File: src/rtl/core/gtmd_pkg.sv
package gtmd_pkg;

   localparam int TIME_BITS  = 24;
   localparam int DEPTH_BITS = 20;
   localparam int THR_BITS   = 20;
   localparam logic [THR_BITS-1:0] THR_RESET = THR_BITS'(750);
   // depth against threshold compare width
   localparam int CMP_BITS   = (DEPTH_BITS > THR_BITS) ? DEPTH_BITS : THR_BITS;

   localparam int DSUM_BITS = DEPTH_BITS + 1;
   localparam int PROD_BITS = TIME_BITS + DSUM_BITS;
   localparam int SUM_BITS  = TIME_BITS + DEPTH_BITS + 1;
   // dividend: integral plus half the duration, one bit of headroom
   localparam int NUM_BITS  = SUM_BITS + 1;
   localparam int ITER_BITS = $clog2(NUM_BITS);

   localparam int REQ_DATA_BITS = ((TIME_BITS + DEPTH_BITS + 7) / 8) * 8;
   localparam int RSP_DATA_BITS = ((TIME_BITS + DEPTH_BITS + 7) / 8) * 8;
   localparam int RSP_USER_BITS = 2;

   localparam int QUEUE_DEPTH = 4;
   localparam int QUEUE_AW    = $clog2(QUEUE_DEPTH);

   // rsp_tuser bit positions
   localparam int USER_VALID_BIT = 0;
   localparam int USER_ERROR_BIT = 1;

   typedef struct packed {
      logic                 last;
      logic                 err;
      logic [DSUM_BITS-1:0] dsum;
      logic [TIME_BITS-1:0] delta;
   } entry_type;

   typedef enum logic [1:0] {
      BK_RUN,
      BK_PREP,
      BK_DIV,
      BK_DONE
   } back_state_type;

endpackage

File: src/rtl/core/gtmd_front.sv
module gtmd_front (
   input  logic                                clock,
   input  logic                                reset,
   input  logic                                csr_wr_en,
   input  logic [gtmd_pkg::THR_BITS-1:0]       csr_wr_data,
   input  logic                                accept,
   input  logic [gtmd_pkg::TIME_BITS-1:0]      sample_time,
   input  logic [gtmd_pkg::DEPTH_BITS-1:0]     sample_depth,
   input  logic                                last_sample,
   output gtmd_pkg::entry_type                 entry
);

   logic [gtmd_pkg::THR_BITS-1:0]   thr_ff, thr_in;
   logic [gtmd_pkg::TIME_BITS-1:0]  prev_time_ff, prev_time_in;
   logic [gtmd_pkg::DEPTH_BITS-1:0] prev_depth_ff, prev_depth_in;
   logic                            backwards;
   logic                            counted;

   always_comb begin
      backwards = sample_time < prev_time_ff;
      counted   = (gtmd_pkg::CMP_BITS'(sample_depth) > gtmd_pkg::CMP_BITS'(thr_ff)) ||
                  (gtmd_pkg::CMP_BITS'(prev_depth_ff) > gtmd_pkg::CMP_BITS'(thr_ff));

      entry.last  = last_sample;
      entry.err   = backwards;
      entry.dsum  = gtmd_pkg::DSUM_BITS'(sample_depth) + gtmd_pkg::DSUM_BITS'(prev_depth_ff);
      // a segment that is not counted, or runs backwards, contributes nothing
      entry.delta = (counted && !backwards) ? (sample_time - prev_time_ff) : '0;

      thr_in        = csr_wr_en ? csr_wr_data : thr_ff;
      prev_time_in  = prev_time_ff;
      prev_depth_in = prev_depth_ff;
      if (accept) begin
         prev_time_in  = last_sample ? '0 : sample_time;
         prev_depth_in = last_sample ? '0 : sample_depth;
      end
   end

   always_ff @(posedge clock) begin
      if (reset) begin
         thr_ff        <= gtmd_pkg::THR_RESET;
         prev_time_ff  <= '0;
         prev_depth_ff <= '0;
      end else begin
         thr_ff        <= thr_in;
         prev_time_ff  <= prev_time_in;
         prev_depth_ff <= prev_depth_in;
      end
   end

endmodule

File: src/rtl/core/gtmd_queue.sv
module gtmd_queue (
   input  logic                clock,
   input  logic                reset,
   input  logic                push,
   input  gtmd_pkg::entry_type push_entry,
   output logic                full,
   input  logic                pop,
   output gtmd_pkg::entry_type head_entry,
   output logic                empty
);

   gtmd_pkg::entry_type               slots_ff [gtmd_pkg::QUEUE_DEPTH];
   logic [gtmd_pkg::QUEUE_AW-1:0]     wr_ptr_ff, wr_ptr_in;
   logic [gtmd_pkg::QUEUE_AW-1:0]     rd_ptr_ff, rd_ptr_in;
   logic [gtmd_pkg::QUEUE_AW:0]       count_ff, count_in;

   always_comb begin
      full       = count_ff == (gtmd_pkg::QUEUE_AW+1)'(gtmd_pkg::QUEUE_DEPTH);
      empty      = count_ff == '0;
      head_entry = slots_ff[rd_ptr_ff];
      wr_ptr_in  = push ? wr_ptr_ff + 1'b1 : wr_ptr_ff;
      rd_ptr_in  = pop  ? rd_ptr_ff + 1'b1 : rd_ptr_ff;
      count_in   = count_ff + (gtmd_pkg::QUEUE_AW+1)'(push) - (gtmd_pkg::QUEUE_AW+1)'(pop);
   end

   always_ff @(posedge clock) begin
      if (reset) begin
         wr_ptr_ff <= '0;
         rd_ptr_ff <= '0;
         count_ff  <= '0;
      end else begin
         wr_ptr_ff <= wr_ptr_in;
         rd_ptr_ff <= rd_ptr_in;
         count_ff  <= count_in;
      end
   end

   always_ff @(posedge clock) begin
      if (push) begin
         slots_ff[wr_ptr_ff] <= push_entry;
      end
   end

endmodule

File: src/rtl/core/gtmd_back.sv
module gtmd_back (
   input  logic                              clock,
   input  logic                              reset,
   input  gtmd_pkg::entry_type               head_entry,
   input  logic                              empty,
   output logic                              pop,
   output logic                              out_valid,
   input  logic                              out_ready,
   output logic [gtmd_pkg::TIME_BITS-1:0]    out_duration,
   output logic [gtmd_pkg::DEPTH_BITS-1:0]   out_mean,
   output logic                              out_ok,
   output logic                              out_err
);

   localparam int TB = gtmd_pkg::TIME_BITS;
   localparam int DB = gtmd_pkg::DEPTH_BITS;
   localparam int SB = gtmd_pkg::SUM_BITS;
   localparam int NB = gtmd_pkg::NUM_BITS;
   localparam int IB = gtmd_pkg::ITER_BITS;
   localparam int PB = gtmd_pkg::PROD_BITS;

   gtmd_pkg::back_state_type state_ff, state_in;

   // multiply stage
   logic          p_valid_ff, p_valid_in;
   logic          p_last_ff, p_last_in;
   logic          p_err_ff, p_err_in;
   logic [TB-1:0] p_delta_ff, p_delta_in;
   logic [PB-1:0] prod_ff, prod_in;

   // dive accumulators
   logic [TB-1:0] dur_ff, dur_in;
   logic [SB-1:0] int_ff, int_in;
   logic          err_ff, err_in;

   // restoring divider: num_ff shifts dividend out and quotient in
   logic [NB-1:0] num_ff, num_in;
   logic [TB-1:0] rem_ff, rem_in;
   logic [IB-1:0] iter_ff, iter_in;

   logic          o_valid_ff, o_valid_in;
   logic [TB-1:0] o_dur_ff, o_dur_in;
   logic [DB-1:0] o_mean_ff, o_mean_in;
   logic          o_ok_ff, o_ok_in;
   logic          o_err_ff, o_err_in;

   logic [TB:0]   dur_sum;
   logic [SB:0]   int_sum;
   logic [TB:0]   trial;
   logic          fits;

   always_comb begin
      state_in   = state_ff;
      dur_in     = dur_ff;
      int_in     = int_ff;
      err_in     = err_ff;
      num_in     = num_ff;
      rem_in     = rem_ff;
      iter_in    = iter_ff;
      o_valid_in = o_valid_ff && !out_ready;
      o_dur_in   = o_dur_ff;
      o_mean_in  = o_mean_ff;
      o_ok_in    = o_ok_ff;
      o_err_in   = o_err_ff;

      // a last sample in the multiply stage blocks the next pop until the dive is closed
      pop        = (state_ff == gtmd_pkg::BK_RUN) && !empty && !(p_valid_ff && p_last_ff);
      p_valid_in = pop;
      p_last_in  = head_entry.last;
      p_err_in   = head_entry.err;
      p_delta_in = head_entry.delta;
      prod_in    = PB'(head_entry.delta) * PB'(head_entry.dsum);

      dur_sum = (TB+1)'(dur_ff) + (TB+1)'(p_delta_ff);
      int_sum = (SB+1)'(int_ff) + (SB+1)'(prod_ff >> 1);
      trial   = {rem_ff, num_ff[NB-1]};
      fits    = trial >= (TB+1)'(dur_ff);

      case (state_ff)
         gtmd_pkg::BK_RUN: begin
            if (p_valid_ff) begin
               dur_in = dur_sum[TB] ? '1 : dur_sum[TB-1:0];
               int_in = int_sum[SB] ? '1 : int_sum[SB-1:0];
               err_in = err_ff | p_err_ff;
               if (p_last_ff) begin
                  state_in = gtmd_pkg::BK_PREP;
               end
            end
         end
         gtmd_pkg::BK_PREP: begin
            num_in   = NB'(int_ff) + NB'(dur_ff >> 1);
            rem_in   = '0;
            iter_in  = '0;
            state_in = gtmd_pkg::BK_DIV;
         end
         gtmd_pkg::BK_DIV: begin
            rem_in  = fits ? TB'(trial - (TB+1)'(dur_ff)) : trial[TB-1:0];
            num_in  = {num_ff[NB-2:0], fits};
            iter_in = iter_ff + 1'b1;
            if (iter_ff == IB'(NB - 1)) begin
               state_in = gtmd_pkg::BK_DONE;
            end
         end
         gtmd_pkg::BK_DONE: begin
            if (!o_valid_ff || out_ready) begin
               o_valid_in = 1'b1;
               o_dur_in   = dur_ff;
               o_ok_in    = dur_ff != '0;
               o_err_in   = err_ff;
               if (dur_ff == '0) begin
                  o_mean_in = '0;
               end else if (|num_ff[NB-1:DB]) begin
                  o_mean_in = '1;
               end else begin
                  o_mean_in = num_ff[DB-1:0];
               end
               dur_in   = '0;
               int_in   = '0;
               err_in   = 1'b0;
               state_in = gtmd_pkg::BK_RUN;
            end
         end
         default: begin
            state_in = gtmd_pkg::BK_RUN;
         end
      endcase
   end

   always_ff @(posedge clock) begin
      if (reset) begin
         state_ff   <= gtmd_pkg::BK_RUN;
         p_valid_ff <= 1'b0;
         dur_ff     <= '0;
         int_ff     <= '0;
         err_ff     <= 1'b0;
         iter_ff    <= '0;
         o_valid_ff <= 1'b0;
      end else begin
         state_ff   <= state_in;
         p_valid_ff <= p_valid_in;
         dur_ff     <= dur_in;
         int_ff     <= int_in;
         err_ff     <= err_in;
         iter_ff    <= iter_in;
         o_valid_ff <= o_valid_in;
      end
   end

   always_ff @(posedge clock) begin
      p_last_ff  <= p_last_in;
      p_err_ff   <= p_err_in;
      p_delta_ff <= p_delta_in;
      prod_ff    <= prod_in;
      num_ff     <= num_in;
      rem_ff     <= rem_in;
      o_dur_ff   <= o_dur_in;
      o_mean_ff  <= o_mean_in;
      o_ok_ff    <= o_ok_in;
      o_err_ff   <= o_err_in;
   end

   assign out_valid    = o_valid_ff;
   assign out_duration = o_dur_ff;
   assign out_mean     = o_mean_ff;
   assign out_ok       = o_ok_ff;
   assign out_err      = o_err_ff;

endmodule

File: src/rtl/core/gated_trapezoid_mean_depth.sv
// Time-weighted mean depth of a dive. Each transaction on req carries one
// sample (time in s, depth in mm, tlast on the final sample of the dive). A
// segment between consecutive samples counts when either end is deeper than
// the threshold held in the csr register (reset 750 mm); counted segments add
// to the duration and to a trapezoidal depth-time integral, both saturating.
// A time that goes backwards gives a zero-length segment and sets the error
// flag. After the last sample one rsp transaction carries the duration and
// the mean depth rounded half up (saturated at full scale, 0 with the valid
// flag clear when the duration is zero); the dive state then returns to zero.
// Samples are taken at one per cycle while the queue is not full: a 4-entry
// queue sits in front of a multiply stage and accumulator. Closing a dive
// occupies the back end for a setup step, a restoring divider at one quotient
// bit per cycle, and a load of the output register, which waits while a
// previous result is stalled. Samples of the next dive keep entering until
// the queue fills.
module gated_trapezoid_mean_depth (
   input  logic                                     clock,
   input  logic                                     reset,
   // sample_time, sample_depth, zero fill
   input  logic [gtmd_pkg::REQ_DATA_BITS-1:0]       req_tdata,
   input  logic                                     req_tlast,
   input  logic                                     req_tvalid,
   output logic                                     req_tready,
   // underwater_duration, mean_depth, zero fill
   output logic [gtmd_pkg::RSP_DATA_BITS-1:0]       rsp_tdata,
   // result_valid, order_error
   output logic [gtmd_pkg::RSP_USER_BITS-1:0]       rsp_tuser,
   output logic                                     rsp_tvalid,
   input  logic                                     rsp_tready,
   input  logic                                     csr_wr_en,
   input  logic [gtmd_pkg::THR_BITS-1:0]            csr_wr_data
);

   localparam int TB = gtmd_pkg::TIME_BITS;
   localparam int DB = gtmd_pkg::DEPTH_BITS;

   gtmd_pkg::entry_type push_entry;
   gtmd_pkg::entry_type head_entry;
   logic                full;
   logic                empty;
   logic                pop;
   logic                accept;
   logic [TB-1:0]       out_duration;
   logic [DB-1:0]       out_mean;
   logic                out_ok;
   logic                out_err;

   assign req_tready = !full;
   assign accept     = req_tvalid && !full;

   gtmd_front u_front (
      .clock        (clock),
      .reset        (reset),
      .csr_wr_en    (csr_wr_en),
      .csr_wr_data  (csr_wr_data),
      .accept       (accept),
      .sample_time  (req_tdata[TB-1:0]),
      .sample_depth (req_tdata[TB+DB-1:TB]),
      .last_sample  (req_tlast),
      .entry        (push_entry)
   );

   gtmd_queue u_queue (
      .clock      (clock),
      .reset      (reset),
      .push       (accept),
      .push_entry (push_entry),
      .full       (full),
      .pop        (pop),
      .head_entry (head_entry),
      .empty      (empty)
   );

   gtmd_back u_back (
      .clock        (clock),
      .reset        (reset),
      .head_entry   (head_entry),
      .empty        (empty),
      .pop          (pop),
      .out_valid    (rsp_tvalid),
      .out_ready    (rsp_tready),
      .out_duration (out_duration),
      .out_mean     (out_mean),
      .out_ok       (out_ok),
      .out_err      (out_err)
   );

   assign rsp_tdata = gtmd_pkg::RSP_DATA_BITS'({out_mean, out_duration});
   assign rsp_tuser = {out_err, out_ok};

endmodule

File: config.mk
export PLATFORM = sky130hd
export DESIGN_NAME = gated_trapezoid_mean_depth
export DESIGN_NICKNAME = d
export VERILOG_FILES = /design/src/rtl/core/gtmd_pkg.sv /design/src/rtl/core/gtmd_front.sv /design/src/rtl/core/gtmd_queue.sv /design/src/rtl/core/gtmd_back.sv /design/src/rtl/core/gated_trapezoid_mean_depth.sv
export SDC_FILE = /design/constraint.sdc
export NUM_CORES = 2
export LEC_CHECK = 0
export BUFFER_PORTS_ARGS = -buffer_cell sky130_fd_sc_hd__buf_4
export CAP_MARGIN = 10
export CORE_ASPECT_RATIO = 1.5
export CORE_UTILIZATION = 35
export DETAILED_ROUTE_END_ITERATION = 16
export PLACE_DENSITY = 0.48
export SLEW_MARGIN = 5
export SYNTH_ARGS = -nofsm -noshare
export SYNTH_HDL_FRONTEND = slang
export SYNTH_SLANG_ARGS = --single-unit
File: constraint.sdc
create_clock -name clock -period 18.05 [get_ports clock]
set_clock_uncertainty 0.1 [all_clocks]
set_input_delay 3.61 -clock clock [delete_from_list [all_inputs] [get_ports clock]]
set_output_delay 3.61 -clock clock [all_outputs]
set_load 0.005 [all_outputs]
==> results.md <==
* Fmax achieved at roughly 110 MHz
* FF-to-FF path depth at 25
* Final Core Density at 0.390
* FILL cells at 12.6k
* Critical Path AT at between 9 and 10 ns
* Worst-path clk slew at 0.06 ns
* Post-synthesis sequential area ratio at 0.309
* Clock latency on the worst-skew pair at 0.64 ns
* PortBufs at between 100 and 150
* Hold path start: u_back.int_ff[19]
* Antenna violations before repair at 2
* Slew HR at 0.220
* Die height at approximately 440 µm
* DR iter-0 viols at 1525
* Top FF cell, synth: edfxtp_1
* GR Overflow Total at 0
* Vias in the first global route at 33.5k
* Hold Buf Count CTS at 0
* Required @ worst endpoint at roughly 19 ns
* Setup TNS at 0 ns
* Mapped cell area at roughly 0.044 mm²
* Worst setup path endpoint: u_back.prod_ff[42]
* Clock Path Buffers at 3
* Root buffer cell: clkbuf_16
* Post-synth EDFFs at between 300 and 400
* Worst setup EP type: flip-flop
* Area growth, synth to finish at 10.7%
* Async set-reset flop share out of synthesis at 0
* Layout net count at 5553
* # Post-CTS Setup Buffers at 0
* Synthesized flop and latch total at ~530
* Total CTS buffers at a little under 60
* Worst min-delay path class: reg -> reg
* First-pass GRT wire length at between 150000 and 200000 µm
* Final WL at roughly 120000 µm
* Vias/cell at 5.05
* DR DRC count at 0
* Ant diodes at 0
* Max FO, Critical Path at 49
* Largest net degree at the start of global routing at 88
* Overall Global Routing Usage at 0.192
* Final ANT Viol Nets at 0
* Placer congestion estimate at ~0.9
* Run status: finished, final reports clean
* CTS H-tree lvls at 2
* Max-slew violation count at 0
* Reg2Reg Setup Slack at 8.70 ns
* Distinct cells, synth at a little under 90
* Via Count at between 30k and 40k
* Clock tree sinks at between 500 and 600
* Unrepaired setup endpoints after global routing: false
* Core area at 0.125 mm²
* Count of final hold-check violations at 0
* Final setup fails at 0
* Std cell rows at around 160
* I/O pins at approximately 130
* Drt pass-1 iters at 5
* Initial core utilization at 0.353
* Post_cts resized at 0
* Die width at ~300 µm
* Syn Inst Count at 4630
* CTS tree: yes
* Die footprint at 0.127 mm²
* Critical R2R Capture: u_back.prod_ff[42]
* Final period demand of the worst path at about 9.3 ns
* Worst-margin pin slew at between 1 and 1.5 ns
* Max-cap violations at 0
* Period utilization at 0.518
* DP HPWL at roughly 96000 µm
* Setup crit start kind: flip-flop
* Crit Path Class: reg -> reg
* Synth Area per Inst at roughly 9.5 µm²
* YS warnings at 0
* Layout cells sized above 1 at 0.0810
* Drt wl/cell at around 19 µm
cell type report:
class | count | area, µm² | share of cell area
flip-flops and latches | 527 | 13600 | 0.279
multi-input cells | 3348 | 27600 | 0.567
repair buffers | 179 | 1340 | 0.0276
clock buffers | 75 | 1630 | 0.0334
well taps | 1610 | 2010 | 0.0413
clock inverters | 36 | 380 | 0.00780
inverters | 576 | 2160 | 0.0443
cell families (layout without fill, tap and decap cells):
group,after synthesis,after routing,share of synthesized area
AOI/OAI and AO/OA,861,861,0.125
xor gates and xnor gates,194,194,0.0386
adders and majority gates,788,788,0.296
buffers and inverters,758,866,0.0659
DFF,527,527,0.309
muxes,112,112,0.0286
other,1,4,0.0000851
and+or+nand+nor,1389,1389,0.138
registers in the layout, summed over array words and instances (netlist names), 24 cells and up, named ones only:
register and cells:
u_back.out_duration 24, u_front.prev_time_ff 24, u_back.int_ff 45, u_back.rem_ff 24, u_back.prod_ff 44, u_back.dur_ff 24, u_back.p_delta_ff 24, u_back.num_ff 46
u_queue.slots_ff 188
routing by layer:
metal	part of all wire	global-route usage	vias to the layer above
li1	-	-	15600
met3	0.026	0.0165	200
met4	0.040	0.0718	2
met2	0.54	0.372	566
met1	0.40	0.213	15700
met5	0.00011	0	-
critical path, stage by stage (launching register included):
cell and delay (ns):
dfxtp_4 0.84, mux2_2 0.43, o21ai_2 0.69, inv_1 0.65
nand2_1 0.22, fa_1 0.47, fa_1 0.48, fa_1 0.55
inv_1 0.06, fa_1 0.55, fa_1 0.44, fa_1 0.49
inv_1 0.04, fa_1 0.51, inv_1 0.05, ha_1 0.41
a21o_1 0.19, a31oi_1 0.08, o221a_2 0.34, nor2b_4 0.13
o31ai_4 0.34, a31oi_4 0.17, o31ai_4 0.36, nor2_2 0.11
o31a_1 0.29, a311oi_1 0.19
layout by cell type, fill, tap and decap left out, types with 46 or more instances in the layout:
cell and count:
inv_1 571, nand2_1 569, nor2_1 478, fa_1 422
ha_1 364, edfxtp_1 304, a21oi_1 254, dfxtp_1 221
o21ai_0 183, buf_4 179, xnor2_1 120, a21o_1 96
xor2_1 74, o21a_1 72, mux2i_1 64, clkbuf_16 61
nand3_1 46
how the worst min path moves through the flow:
stage,cells past startpoint,end
after floorplan,0,u_back.out_err
after CTS,2,u_back.int_ff[5]
final,2,u_back.int_ff[19]
after global placement,2,u_back.int_ff[5]
after global routing,2,u_back.int_ff[19]
after detailed placement,2,u_back.int_ff[5]
through the flow:
stage               worst slack [ns]  hold WS (ns)  area [µm²]  std cells
finish                          8.70         0.376       48800       6351
detailed placement              8.62         0.366       46800       6240
CTS                             8.60         0.376       48800       6351
global route                    8.26         0.389       48800       6351
global placement                8.63         0.362       46800       6240
floorplan                       9.85         0.325       44100       4633
cells in the mapped netlist, types with 46 or more instances:
master | number | share of area
fa_1 | 422 | 0.19
edfxtp_1 | 304 | 0.21
o21a_1 | 72 | 0.012
a21oi_1 | 255 | 0.029
nand3_1 | 46 | 0.0052
a21o_1 | 96 | 0.016
o21ai_0 | 190 | 0.022
inv_1 | 571 | 0.049
xor2_1 | 74 | 0.015
xnor2_1 | 120 | 0.024
nand2_1 | 570 | 0.049
ha_1 | 366 | 0.10
clkbuf_1 | 148 | 0.013
nor2_1 | 479 | 0.041
mux2i_1 | 64 | 0.015
dfxtp_1 | 223 | 0.10
Power is not shown: default switching activity piles up to over one toggle a cycle in this logic, so the estimate is an artifact.
